`config.mk`:
```
export PLATFORM = sky130hd
export DESIGN_NAME = histogram_entropy_core
export DESIGN_NICKNAME = d
export VERILOG_FILES = /design/src/sv/hent_pkg.sv /design/src/sv/hent_log2.sv /design/src/sv/hent_div.sv /design/src/sv/hent_datapath.sv /design/src/sv/hent_ctrl.sv /design/src/sv/histogram_entropy_core.sv
export SDC_FILE = /design/constraint.sdc
export NUM_CORES = 2
export LEC_CHECK = 0
export BUFFER_PORTS_ARGS = -buffer_cell sky130_fd_sc_hd__buf_2
export CORE_MARGIN = 8
export CORE_UTILIZATION = 45
export DETAILED_ROUTE_END_ITERATION = 10
export GPL_TIMING_DRIVEN = 0
export HOLD_SLACK_MARGIN = 0.03
export SLEW_MARGIN = 20
export SYNTH_ARGS = -nofsm -noshare
export SYNTH_HDL_FRONTEND = slang
export SYNTH_HIERARCHICAL = 1
export SYNTH_SLANG_ARGS = --single-unit
```
`constraint.sdc`:
```
create_clock -name clk -period 22.6 [get_ports clk]
set_clock_uncertainty 0.05 [all_clocks]
set_input_delay 4.52 -clock clk [delete_from_list [all_inputs] [get_ports clk]]
set_output_delay 4.52 -clock clk [all_outputs]
set_load 0.005 [all_outputs]
```
`src/sv/hent_pkg.sv`:
```
// ----------------------------------------------------------------------------
// hent_pkg
// Shared types and constants of the histogram entropy core.
// ----------------------------------------------------------------------------
package hent_pkg;

  // log2 mantissa is Q1.30
  localparam int MANT_FRAC = 30;
  localparam int MANT_W    = MANT_FRAC + 1;

  // fixed field widths on the stream ports
  localparam int COUNT_FIELD_W = 16;
  localparam int ENT_W         = 18;
  localparam int TOTAL_W       = 19;
  localparam int STATUS_W      = 2;
  localparam int IN_DATA_W     = 16;
  localparam int OUT_DATA_W    = 40;

  localparam logic [STATUS_W-1:0] STATUS_OK       = 2'd0;
  localparam logic [STATUS_W-1:0] STATUS_EMPTY    = 2'd1;
  localparam logic [STATUS_W-1:0] STATUS_OVERFLOW = 2'd2;

  // controller -> datapath
  typedef struct packed {
    logic capture;        // take the input count into the accumulators
    logic log_start;      // launch the log2 unit
    logic log_sel_total;  // log2 operand: 1 = running total, 0 = input count
    logic mul;            // register count * log2(count)
    logic acc;            // add the product into the weighted sum
    logic div_start;      // launch weighted sum / total
    logic finish;         // load the result register and clear the state
  } cmd_t;

  // datapath -> controller
  typedef struct packed {
    logic need_log;   // input count is taken and greater than one
    logic last_in;    // tlast of the input on the port
    logic last_r;     // tlast of the captured count
    logic log_done;
    logic div_done;
    logic skip;       // overflow or empty histogram: no arithmetic needed
    logic out_free;   // result register can take a new result this cycle
  } stat_t;

endpackage

```
`src/sv/hent_log2.sv`:
```
// ----------------------------------------------------------------------------
// hent_log2
// Iterative fixed-point log2: normalize one bit per cycle, then one
// mantissa squaring per fraction bit.
// ----------------------------------------------------------------------------
module hent_log2 #(
  parameter int IN_W   = 19,
  parameter int FRAC_W = 16
) (
  input  logic                            clk,
  input  logic                            rst_n,
  input  logic                            start,
  input  logic [IN_W-1:0]                 x,
  output logic                            done,
  output logic [$clog2(IN_W)+FRAC_W-1:0]  result
);
  import hent_pkg::*;

  localparam int E_W   = $clog2(IN_W);
  localparam int CNT_W = $clog2(FRAC_W);

  logic [MANT_W-1:0]   m_r, m_nxt;
  logic [E_W-1:0]      e_r, e_nxt;
  logic [FRAC_W-1:0]   frac_r, frac_nxt;
  logic [CNT_W-1:0]    cnt_r, cnt_nxt;
  logic                busy_r, busy_nxt;
  logic                norm_r, norm_nxt;
  logic                done_r, done_nxt;
  logic [2*MANT_W-1:0] sq;
  logic [MANT_W:0]     sq_sh;
  logic                last_iter;

  assign sq        = m_r * m_r;
  assign sq_sh     = sq[2*MANT_W-1:MANT_FRAC];
  assign last_iter = (cnt_r == CNT_W'(FRAC_W - 1));

  always_comb begin
    m_nxt    = m_r;
    e_nxt    = e_r;
    frac_nxt = frac_r;
    cnt_nxt  = cnt_r;
    busy_nxt = busy_r;
    norm_nxt = norm_r;
    done_nxt = 1'b0;
    if (start) begin
      // operand's top bit lands on the mantissa's integer bit
      m_nxt    = MANT_W'(x) << (MANT_W - IN_W);
      e_nxt    = E_W'(IN_W - 1);
      frac_nxt = '0;
      cnt_nxt  = '0;
      busy_nxt = 1'b1;
      norm_nxt = 1'b1;
    end else if (busy_r && norm_r) begin
      if (m_r[MANT_W-1]) begin
        norm_nxt = 1'b0;
      end else begin
        m_nxt = m_r << 1;
        e_nxt = e_r - 1'b1;
      end
    end else if (busy_r) begin
      m_nxt    = sq_sh[MANT_W] ? sq_sh[MANT_W:1] : sq_sh[MANT_W-1:0];
      frac_nxt = {frac_r[FRAC_W-2:0], sq_sh[MANT_W]};
      cnt_nxt  = cnt_r + 1'b1;
      if (last_iter) begin
        busy_nxt = 1'b0;
        done_nxt = 1'b1;
      end
    end
  end

  always_ff @(posedge clk) begin
    if (!rst_n) begin
      busy_r <= 1'b0;
      norm_r <= 1'b0;
      done_r <= 1'b0;
      cnt_r  <= '0;
    end else begin
      busy_r <= busy_nxt;
      norm_r <= norm_nxt;
      done_r <= done_nxt;
      cnt_r  <= cnt_nxt;
    end
  end

  always_ff @(posedge clk) begin
    m_r    <= m_nxt;
    e_r    <= e_nxt;
    frac_r <= frac_nxt;
  end

  assign done   = done_r;
  assign result = {e_r, frac_r};

endmodule

```
`src/sv/hent_div.sv`:
```
// ----------------------------------------------------------------------------
// hent_div
// Restoring unsigned divider, one quotient bit per cycle.
// ----------------------------------------------------------------------------
module hent_div #(
  parameter int NUM_W = 40,
  parameter int DEN_W = 19
) (
  input  logic             clk,
  input  logic             rst_n,
  input  logic             start,
  input  logic [NUM_W-1:0] num,
  input  logic [DEN_W-1:0] den,
  output logic             done,
  output logic [NUM_W-1:0] quo
);
  import hent_pkg::*;

  localparam int CNT_W = $clog2(NUM_W);

  logic [DEN_W-1:0] rem_r, rem_nxt;
  logic [NUM_W-1:0] quo_r, quo_nxt;
  logic [DEN_W-1:0] den_r, den_nxt;
  logic [CNT_W-1:0] cnt_r, cnt_nxt;
  logic             busy_r, busy_nxt;
  logic             done_r, done_nxt;
  logic [DEN_W:0]   shifted;
  logic             fits;

  assign shifted = {rem_r, quo_r[NUM_W-1]};
  assign fits    = (shifted >= {1'b0, den_r});

  always_comb begin
    rem_nxt  = rem_r;
    quo_nxt  = quo_r;
    den_nxt  = den_r;
    cnt_nxt  = cnt_r;
    busy_nxt = busy_r;
    done_nxt = 1'b0;
    if (start) begin
      rem_nxt  = '0;
      quo_nxt  = num;
      den_nxt  = den;
      cnt_nxt  = '0;
      busy_nxt = 1'b1;
    end else if (busy_r) begin
      rem_nxt = fits ? DEN_W'(shifted - {1'b0, den_r}) : shifted[DEN_W-1:0];
      quo_nxt = {quo_r[NUM_W-2:0], fits};
      cnt_nxt = cnt_r + 1'b1;
      if (cnt_r == CNT_W'(NUM_W - 1)) begin
        busy_nxt = 1'b0;
        done_nxt = 1'b1;
      end
    end
  end

  always_ff @(posedge clk) begin
    if (!rst_n) begin
      busy_r <= 1'b0;
      done_r <= 1'b0;
      cnt_r  <= '0;
    end else begin
      busy_r <= busy_nxt;
      done_r <= done_nxt;
      cnt_r  <= cnt_nxt;
    end
  end

  always_ff @(posedge clk) begin
    rem_r <= rem_nxt;
    quo_r <= quo_nxt;
    den_r <= den_nxt;
  end

  assign done = done_r;
  assign quo  = quo_r;

endmodule

```
`src/sv/hent_datapath.sv`:
```
// ----------------------------------------------------------------------------
// hent_datapath
// Accumulators, log2 and divide units, final entropy and result register.
// ----------------------------------------------------------------------------
module hent_datapath #(
  parameter int MAX_CLASSES = 8,
  parameter int COUNT_BITS  = 16,
  parameter int FRAC_BITS   = 16
) (
  input  logic                           clk,
  input  logic                           rst_n,
  input  logic [COUNT_BITS-1:0]          count_in,
  input  logic                           last_in,
  input  hent_pkg::cmd_t                 cmd,
  output hent_pkg::stat_t                st,
  input  logic                           out_ready,
  output logic                           out_valid,
  output logic [hent_pkg::ENT_W-1:0]     out_entropy,
  output logic [hent_pkg::TOTAL_W-1:0]   out_total,
  output logic [hent_pkg::STATUS_W-1:0]  out_status
);
  import hent_pkg::*;

  localparam int SEEN_W = $clog2(MAX_CLASSES + 1);
  localparam int TOT_W  = COUNT_BITS + $clog2(MAX_CLASSES);
  localparam int LOG_W  = $clog2(TOT_W) + FRAC_BITS;
  localparam int PROD_W = COUNT_BITS + LOG_W;
  localparam int WSUM_W = PROD_W + $clog2(MAX_CLASSES);
  localparam logic [WSUM_W-1:0] CAP = WSUM_W'($clog2(MAX_CLASSES)) << FRAC_BITS;

  logic [TOT_W-1:0]      total_r;
  logic [WSUM_W-1:0]     wsum_r;
  logic [SEEN_W-1:0]     seen_r;
  logic                  ovf_r;
  logic [COUNT_BITS-1:0] cnt_r;
  logic                  last_r;
  logic [PROD_W-1:0]     prod_r;
  logic                  out_valid_r;
  logic [ENT_W-1:0]      out_ent_r;
  logic [TOTAL_W-1:0]    out_tot_r;
  logic [STATUS_W-1:0]   out_stat_r;

  logic                  room;
  logic [TOT_W-1:0]      log_x;
  logic                  log_done;
  logic [LOG_W-1:0]      log_res;
  logic                  div_done;
  logic [WSUM_W-1:0]     quo;
  logic [WSUM_W-1:0]     ls_ext;
  logic [WSUM_W-1:0]     ent_raw;
  logic [WSUM_W-1:0]     ent_cap;
  logic [ENT_W-1:0]      ent_nxt;
  logic [STATUS_W-1:0]   stat_nxt;

  assign room  = (seen_r < SEEN_W'(MAX_CLASSES));
  assign log_x = cmd.log_sel_total ? total_r : TOT_W'(count_in);

  hent_log2 #(
    .IN_W   (TOT_W),
    .FRAC_W (FRAC_BITS)
  ) u_log2 (
    .clk    (clk),
    .rst_n  (rst_n),
    .start  (cmd.log_start),
    .x      (log_x),
    .done   (log_done),
    .result (log_res)
  );

  hent_div #(
    .NUM_W (WSUM_W),
    .DEN_W (TOT_W)
  ) u_div (
    .clk   (clk),
    .rst_n (rst_n),
    .start (cmd.div_start),
    .num   (wsum_r),
    .den   (total_r),
    .done  (div_done),
    .quo   (quo)
  );

  always_comb begin
    ls_ext  = WSUM_W'(log_res);
    ent_raw = (ls_ext > quo) ? (ls_ext - quo) : '0;
    ent_cap = (ent_raw > CAP) ? CAP : ent_raw;
    if (ovf_r) begin
      stat_nxt = STATUS_OVERFLOW;
      ent_nxt  = '0;
    end else if (total_r == '0) begin
      stat_nxt = STATUS_EMPTY;
      ent_nxt  = '0;
    end else begin
      stat_nxt = STATUS_OK;
      ent_nxt  = ENT_W'(ent_cap);
    end
  end

  always_comb begin
    st.need_log = room && (count_in > COUNT_BITS'(1));
    st.last_in  = last_in;
    st.last_r   = last_r;
    st.log_done = log_done;
    st.div_done = div_done;
    st.skip     = ovf_r || (total_r == '0);
    st.out_free = !out_valid_r || out_ready;
  end

  // accumulator state
  always_ff @(posedge clk) begin
    if (!rst_n || cmd.finish) begin
      total_r <= '0;
      wsum_r  <= '0;
      seen_r  <= '0;
      ovf_r   <= 1'b0;
    end else begin
      if (cmd.capture) begin
        if (room) begin
          total_r <= total_r + TOT_W'(count_in);
          seen_r  <= seen_r + 1'b1;
        end else begin
          ovf_r <= 1'b1;
        end
      end
      if (cmd.acc) begin
        wsum_r <= wsum_r + WSUM_W'(prod_r);
      end
    end
  end

  always_ff @(posedge clk) begin
    if (cmd.capture) begin
      cnt_r  <= count_in;
      last_r <= last_in;
    end
    if (cmd.mul) begin
      prod_r <= PROD_W'(cnt_r) * PROD_W'(log_res);
    end
    if (cmd.finish) begin
      out_ent_r  <= ent_nxt;
      out_tot_r  <= TOTAL_W'(total_r);
      out_stat_r <= stat_nxt;
    end
  end

  always_ff @(posedge clk) begin
    if (!rst_n) begin
      out_valid_r <= 1'b0;
    end else if (cmd.finish) begin
      out_valid_r <= 1'b1;
    end else if (out_ready) begin
      out_valid_r <= 1'b0;
    end
  end

  assign out_valid   = out_valid_r;
  assign out_entropy = out_ent_r;
  assign out_total   = out_tot_r;
  assign out_status  = out_stat_r;

endmodule

```
`src/sv/hent_ctrl.sv`:
```
// ----------------------------------------------------------------------------
// hent_ctrl
// Sequencer: per-count log/multiply/accumulate, then per-histogram
// log of the total, divide and result load.
// ----------------------------------------------------------------------------
module hent_ctrl (
  input  logic            clk,
  input  logic            rst_n,
  input  logic            in_valid,
  output logic            in_ready,
  input  hent_pkg::stat_t st,
  output hent_pkg::cmd_t  cmd
);
  import hent_pkg::*;

  typedef enum logic [7:0] {
    S_IDLE   = 8'b0000_0001,
    S_LOG_C  = 8'b0000_0010,
    S_MUL    = 8'b0000_0100,
    S_ACC    = 8'b0000_1000,
    S_CHECK  = 8'b0001_0000,
    S_LOG_S  = 8'b0010_0000,
    S_DIV    = 8'b0100_0000,
    S_FINISH = 8'b1000_0000
  } state_t;

  state_t state_r, state_nxt;

  // no transfer is taken while reset is held
  assign in_ready = rst_n && (state_r == S_IDLE);

  always_comb begin
    state_nxt = state_r;
    cmd       = '0;
    case (state_r)
      S_IDLE: begin
        if (in_valid) begin
          cmd.capture = 1'b1;
          if (st.need_log) begin
            cmd.log_start = 1'b1;
            state_nxt     = S_LOG_C;
          end else if (st.last_in) begin
            state_nxt = S_CHECK;
          end
        end
      end
      S_LOG_C: begin
        if (st.log_done) begin
          state_nxt = S_MUL;
        end
      end
      S_MUL: begin
        cmd.mul   = 1'b1;
        state_nxt = S_ACC;
      end
      S_ACC: begin
        cmd.acc   = 1'b1;
        state_nxt = st.last_r ? S_CHECK : S_IDLE;
      end
      S_CHECK: begin
        if (st.skip) begin
          state_nxt = S_FINISH;
        end else begin
          cmd.log_start     = 1'b1;
          cmd.log_sel_total = 1'b1;
          state_nxt         = S_LOG_S;
        end
      end
      S_LOG_S: begin
        cmd.log_sel_total = 1'b1;
        if (st.log_done) begin
          cmd.div_start = 1'b1;
          state_nxt     = S_DIV;
        end
      end
      S_DIV: begin
        if (st.div_done) begin
          state_nxt = S_FINISH;
        end
      end
      S_FINISH: begin
        // hold until the result register is free
        if (st.out_free) begin
          cmd.finish = 1'b1;
          state_nxt  = S_IDLE;
        end
      end
      default: begin
        state_nxt = S_IDLE;
      end
    endcase
  end

  always_ff @(posedge clk) begin
    if (!rst_n) begin
      state_r <= S_IDLE;
    end else begin
      state_r <= state_nxt;
    end
  end

endmodule

```
`src/sv/histogram_entropy_core.sv`:
```
// ----------------------------------------------------------------------------
// histogram_entropy_core
// Base-2 Shannon entropy of a histogram streamed one class count per transfer.
//
//   channel  dir  data                                        marker
//   in_      in   [15:0] count                                tlast = last count
//   out_     out  [17:0] entropy_q16, [36:18] total,          -
//                 [38:37] status, [39] zero
//
// A count of 0 or 1 is only captured. A larger count runs the shared log2 unit:
// normalize shifts, one mantissa squaring per fraction bit, then multiply and
// accumulate. Unless the histogram is empty or over the class limit, a last
// count adds a log2 of the total plus the bit-serial divide of the weighted sum
// (40 bits wide at the defaults) before the result load. Synchronous reset
// clears control and the accumulators. A waiting result does not block input
// until the next result is ready to load.
// ----------------------------------------------------------------------------
module histogram_entropy_core #(
  parameter int MAX_CLASSES = 8,
  parameter int COUNT_BITS  = 16,
  parameter int FRAC_BITS   = 16
) (
  input  logic                              clk,
  input  logic                              rst_n,
  input  logic                              in_tvalid,
  output logic                              in_tready,
  input  logic [hent_pkg::IN_DATA_W-1:0]    in_tdata,   // [15:0] count
  input  logic                              in_tlast,
  output logic                              out_tvalid,
  input  logic                              out_tready,
  output logic [hent_pkg::OUT_DATA_W-1:0]   out_tdata   // [17:0] entropy_q16,
                                                        // [36:18] total,
                                                        // [38:37] status
);
  import hent_pkg::*;

  cmd_t                  cmd;
  stat_t                 st;
  logic [ENT_W-1:0]      entropy;
  logic [TOTAL_W-1:0]    total;
  logic [STATUS_W-1:0]   status;
  logic [COUNT_BITS-1:0] count;

  assign count = COUNT_BITS'(in_tdata[COUNT_FIELD_W-1:0]);

  hent_ctrl u_ctrl (
    .clk      (clk),
    .rst_n    (rst_n),
    .in_valid (in_tvalid),
    .in_ready (in_tready),
    .st       (st),
    .cmd      (cmd)
  );

  hent_datapath #(
    .MAX_CLASSES (MAX_CLASSES),
    .COUNT_BITS  (COUNT_BITS),
    .FRAC_BITS   (FRAC_BITS)
  ) u_datapath (
    .clk         (clk),
    .rst_n       (rst_n),
    .count_in    (count),
    .last_in     (in_tlast),
    .cmd         (cmd),
    .st          (st),
    .out_ready   (out_tready),
    .out_valid   (out_tvalid),
    .out_entropy (entropy),
    .out_total   (total),
    .out_status  (status)
  );

  assign out_tdata = OUT_DATA_W'({status, total, entropy});

endmodule

```
**After elaboration in Yosys (flattened, before gate mapping)**

Cells that the tools add are included.

- Bits in registers: 311
- Output and inout bits: 42
- Word-level logic and storage cells: 145

- $add $sub $neg: 8
- $mul: 2
- Order comparisons: 5
- Eq/ne operators: 19
- Mux-type cells: 48
- Bitwise logic cells: 6
- Reductions and logical operators: 29

Operators with widths:

| kind | count |
|---|---|
| two-way mux 31 bit | 5 |
| two-way mux 40 bit | 3 |
| two-way mux 8 bit | 8 |
| one-hot mux 8 bit (8 select lines) | 1 |
| multiplier 31 x 31 -> 62 bit | 1 |
| adder 40 x 37 -> 40 bit | 1 |
| > comparator 21 x 40 -> 1 bit | 1 |
| > comparator 40 x 18 -> 1 bit, second input constant | 1 |
| subtractor 21 x 40 -> 40 bit | 1 |
| two-way mux 19 bit | 2 |
| multiplier 16 x 21 -> 37 bit | 1 |
| two-way mux 1 bit | 23 |
| greater-or-equal comparator 20 x 19 -> 1 bit | 1 |
| adder 19 x 16 -> 19 bit | 1 |
| logical NOT 19 bit | 1 |
| subtractor 19 bit | 1 |
| two-way mux 18 bit | 1 |
| > comparator 16 x 1 -> 1 bit, second input constant | 1 |
| AND reduction 2 bit | 7 |
| nonzero test 2 bit | 5 |
| adder 4 x 1 -> 4 bit, second input constant | 2 |
| == test 8 x 1 -> 1 bit, second input constant | 1 |
| == test 8 x 2 -> 1 bit, second input constant | 1 |
| == test 8 x 3 -> 1 bit, second input constant | 1 |
| 25 further kinds | 46 |

**Logic depth before layout (Yosys ltp)**

- Depth after elaboration: 7
- Mapped depth: 32
- Depth with buffers taken out: 29

**Modules after synthesis**

The synthesis kept the hierarchy.

By module, submodules not included:

| module | instances | cells an instance | area an instance (um2) | seq. area each (um2) |
|---|---|---|---|---|
| hent_log2 | 1 | 3254 | 29896.2 | 1371.3 |
| hent_datapath | 1 | 2263 | 20472.1 | 4093.9 |
| hent_div | 1 | 389 | 4431.8 | 2312.2 |
| hent_ctrl | 1 | 59 | 514.2 | 160.2 |
| histogram_entropy_core | 1 | 2 | 11.3 | 0.0 |

**Worst setup path before layout**

Ideal clock, no wire load.

- Path kind: input-to-output
- Start point: input port rst_n
- End point: output port in_tready
- Arrival time: 4.683 ns
- Required time: 18.030 ns
- Setup slack: 13.347 ns
- Stages: 2
- Cells stage by stage: inv_1 -> nor2_1

- Word-level cells in the longest chain between the ends: 1

Ends and longest elaborated chain:

| element | line | text |
|---|---|---|
| start, declared | histogram_entropy_core.sv:24 | `input logic rst_n,` |
| logical AND 1 bit | hent_ctrl.sv:30 | `assign in_ready = rst_n && (state_r == S_IDLE);` |
| end, declared | histogram_entropy_core.sv:26 | `output logic in_tready,` |

Every way passes these cells.

**Worst setup path in the final report**

- Start point: register u_datapath.u_log2.m_r[12]
- End point: register u_datapath.u_log2.m_r[21], data pin

- Word-level cells in the longest chain between the ends: 5

Ends and longest elaborated chain:

| element | line | text |
|---|---|---|
| start, declared | hent_log2.sv:22 | `logic [MANT_W-1:0] m_r, m_nxt;` |
| start signal, assigned | hent_log2.sv:86 | `m_r <= m_nxt;` |
| multiplier 31 x 31 -> 62 bit | hent_log2.sv:33 | `assign sq = m_r * m_r;` |
| two-way mux 31 bit | hent_log2.sv:61 | `m_nxt = sq_sh[MANT_W] ? sq_sh[MANT_W:1] : sq_sh[MANT_W-1:0];` |
| two-way mux 31 bit | hent_log2.sv:60 | `end else if (busy_r) begin` |
| two-way mux 31 bit | hent_log2.sv:53 | `end else if (busy_r && norm_r) begin` |
| two-way mux 31 bit | hent_log2.sv:45 | `if (start) begin` |
| net u_datapath.u_log2.m_nxt[21] | hent_log2.sv:22 |  |

The timed path passes the listed nets, and every way through them passes these cells. The select of a mux whose other input is x is not followed.
A chain may end at the register's enable or synchronous reset.

==> results.toml <==
[critical_path]
cp.arrival_ns = 11.29
crit_slowest_cell = "clkbuf_1"
slowest_delay_ns = 0.85
cp_max_fo = 10
worst_path_most_repeated_cell = "fa_1"
critical_path_class = "reg2reg"
start_kind = "flip-flop"
startpoint = "u_datapath/u_log2/m_r[12]$_DFFE_PP_"
end_kind = "flip-flop"
path_buf_inv = 11
cp_top_family = "adder cells"
crit_required_ns = 22.83
reg2reg_from = "u_datapath/u_log2/m_r[12]$_DFFE_PP_"

[sta]
relSlewSlack_pct = 18.9
drv_slew = 0
rsz0062_at_grt = "no"
finalCriticalPeriod_ns = 11.06
finalSetupViolCount = 0
worst_slew_pin_slew_ns = 1.22
hold_violations = 0
fin_tns_setup_ns = 0
fmax_mhz = 90.4
finalCritPeriodShare_pct = 48.9

[global_routing]
grt_pass1_vias = 43349
grt_max_degree = 37
antenna_found_initial = 6
grt_remaining_overflow = 0
grt_usage_pct = 25.0
grt_pass1_wl_um = 260000

[logic_synthesis]
yosysWarnings = 6
syn_inst = 5967
ys_seq_elements = 311
synth_area_mm2 = 0.0553
synth_cell_types = 105
async_reset_ff_share_pct = 0
ys_seq_area_share_pct = 14.3
synth_ff_type = "edfxtp_1"
synth_nets = 7472
synth_edf_count = 171
syn_avg_cell_area_um2 = 9.27

[cts]
cts.htree.levels = 2
clkTransAtPathRegs_ns = 0.06
cts_root_buffer = "clkbuf_16"
cts_hold_buf = 0
cts_resized = 0
ctsLongestPathBuffers = 3
cts_buffers = 35
clock_sinks = 311
clock_latency_ns = 0.56
cts_tree = "done"
post-cts-setup-buffers = 0

[layout]
multi_input_area_mm2 = 0.0413
layout_common_cells = "inv_1, fa_1, nand2_1, ha_1, and2_1"
final_util_pct = 48.4
n_fill_cell = 11628
drive_gt1_share_pct = 4.30
final-seq-area_mm2 = 0.00794
syn2layout_area_growth_pct = 6.63
final_nets = 7575
layout.cells.most_common = "inv_1"

[place]
dp_hpwl_um = 140000
io_buffer_count = 61
place_congestion = 0.974

[detailed_routing]
antenna_left = 0
wl_per_cell_um = 21.9
via_per_inst = 5.42
drc = 0
drt-initial-drc-count = 3892
routed-via-count = 41869
wl_um = 170000
drt_first_pass_iters = 6

[die]
die-width_um = 367
rows = 128
io_pins = 63
start_util_pct = 45.4
coreArea_mm2 = 0.122
die-height_um = 367
dieArea_mm2 = 0.134

[hold_path]
hold_class = "reg2reg"
min_from = "u_datapath/u_log2/cnt_r[1]$_SDFFE_PP0P_"

[run]
drv_cap = 0

[status]
status = "completed"
-- final timing paths --
kind,end,slack (ns),cells past startpoint
worst min-delay path,u_datapath/u_log2/cnt_r[1]$_SDFFE_PP0P_,0.43,2
worst max-delay path,u_datapath/u_log2/m_r[21]$_DFFE_PP_,11.54,30
worst min register to register,u_datapath/u_log2/cnt_r[1]$_SDFFE_PP0P_,0.43,2
worst max register to register,u_datapath/u_log2/m_r[21]$_DFFE_PP_,11.54,30
-- registers in the layout (all words and copies together), names as in the netlist, 18 cells and up --
signal                  cells
u_datapath/out_entropy     18
u_datapath/out_total       19
u_datapath/prod_r          37
u_datapath/total_r         19
u_datapath/u_div/den_r     19
u_datapath/u_div/quo       40
u_datapath/u_div/rem_r     19
u_datapath/u_log2/m_r      31
u_datapath/wsum_r          40
-- cell families (layout without fill, tap and decap cells) --
family                     count (synthesis)  in the layout  synth area share (%)
buffers and inverters                   1593           1722                  11.0
and+or+nand+nor                         1571           1571                  13.8
adders and majority gates               1484           1484                  47.3
AOI/OAI and AO/OA                        711            711                  8.47
DFF                                      311            311                  14.3
xor gates and xnor gates                 187            187                  2.96
muxes                                    109            109                  2.11
other                                      1              7               0.00678
-- cells in the mapped netlist, types with 13 or more instances --
library cell | number | area, um2
xor2_1 | 66 | 578
nor2b_1 | 32 | 200
ha_1 | 469 | 5870
o21bai_1 | 30 | 225
a21oi_1 | 216 | 1080
nand3_1 | 64 | 320
xnor2_1 | 121 | 1060
o31ai_1 | 13 | 97.6
a211oi_1 | 28 | 210
nand4_1 | 38 | 238
a31oi_1 | 28 | 175
mux2i_1 | 46 | 460
or3_1 | 13 | 81.3
dfxtp_1 | 140 | 2800
mux2_2 | 62 | 698
o21a_1 | 35 | 263
nor3_1 | 32 | 160
edfxtp_1 | 171 | 5130
nand2_1 | 684 | 2570
nor4_1 | 18 | 113
and3_1 | 33 | 206
nor2_1 | 213 | 800
fa_1 | 1015 | 20300
clkbuf_1 | 218 | 818
inv_1 | 1348 | 5060
nand2b_1 | 29 | 181
o211ai_1 | 17 | 128
and2_1 | 341 | 2130
a22oi_1 | 16 | 120
o21ai_0 | 105 | 526
a21o_1 | 81 | 608
-- final cells by class --
| cell class | instances | share of cell area [%] |
|---|---|---|
| multi-input cells | 4063 | 70.1 |
| flip-flops and latches | 311 | 13.5 |
| inverters | 1349 | 8.58 |
| well taps | 1625 | 3.45 |
| plain buffers | 244 | 1.71 |
| clock buffers | 40 | 1.55 |
| repair buffers | 66 | 0.674 |
| clock inverters | 23 | 0.484 |
| diodes | 6 | 0.0255 |
-- per-stage QoR --
| stage | instance area [um2] | std cells | hold WS [ns] | setup slack [ns] |
|---|---|---|---|---|
| after floorplan | 55300 | 5967 | 0.396 | 13.35 |
| after global placement | 57700 | 7653 | 0.416 | 11.63 |
| after detailed placement | 57800 | 7657 | 0.424 | 11.60 |
| after CTS | 59000 | 7720 | 0.433 | 11.59 |
| after global routing | 59000 | 7721 | 0.453 | 11.31 |
| final | 59000 | 7727 | 0.433 | 11.54 |
-- metal layers --
layer  GRT usage [%]  part of all wire [%]  routed length (um)
met1            34.3                    43               72800
met4            7.88                   3.8                6420
met5               0                     0                   0
met2            39.9                    45               76000
met3            4.89                   8.5               14400
-- worst min-delay path, stage by stage, from the launching register on --
cell and delay [ns]:
dfxtp_1 0.33, nand2_1 0.06, a21oi_1 0.05
Power is not shown: default switching activity piles up to over one toggle a cycle in this logic, so the estimate is an artifact.
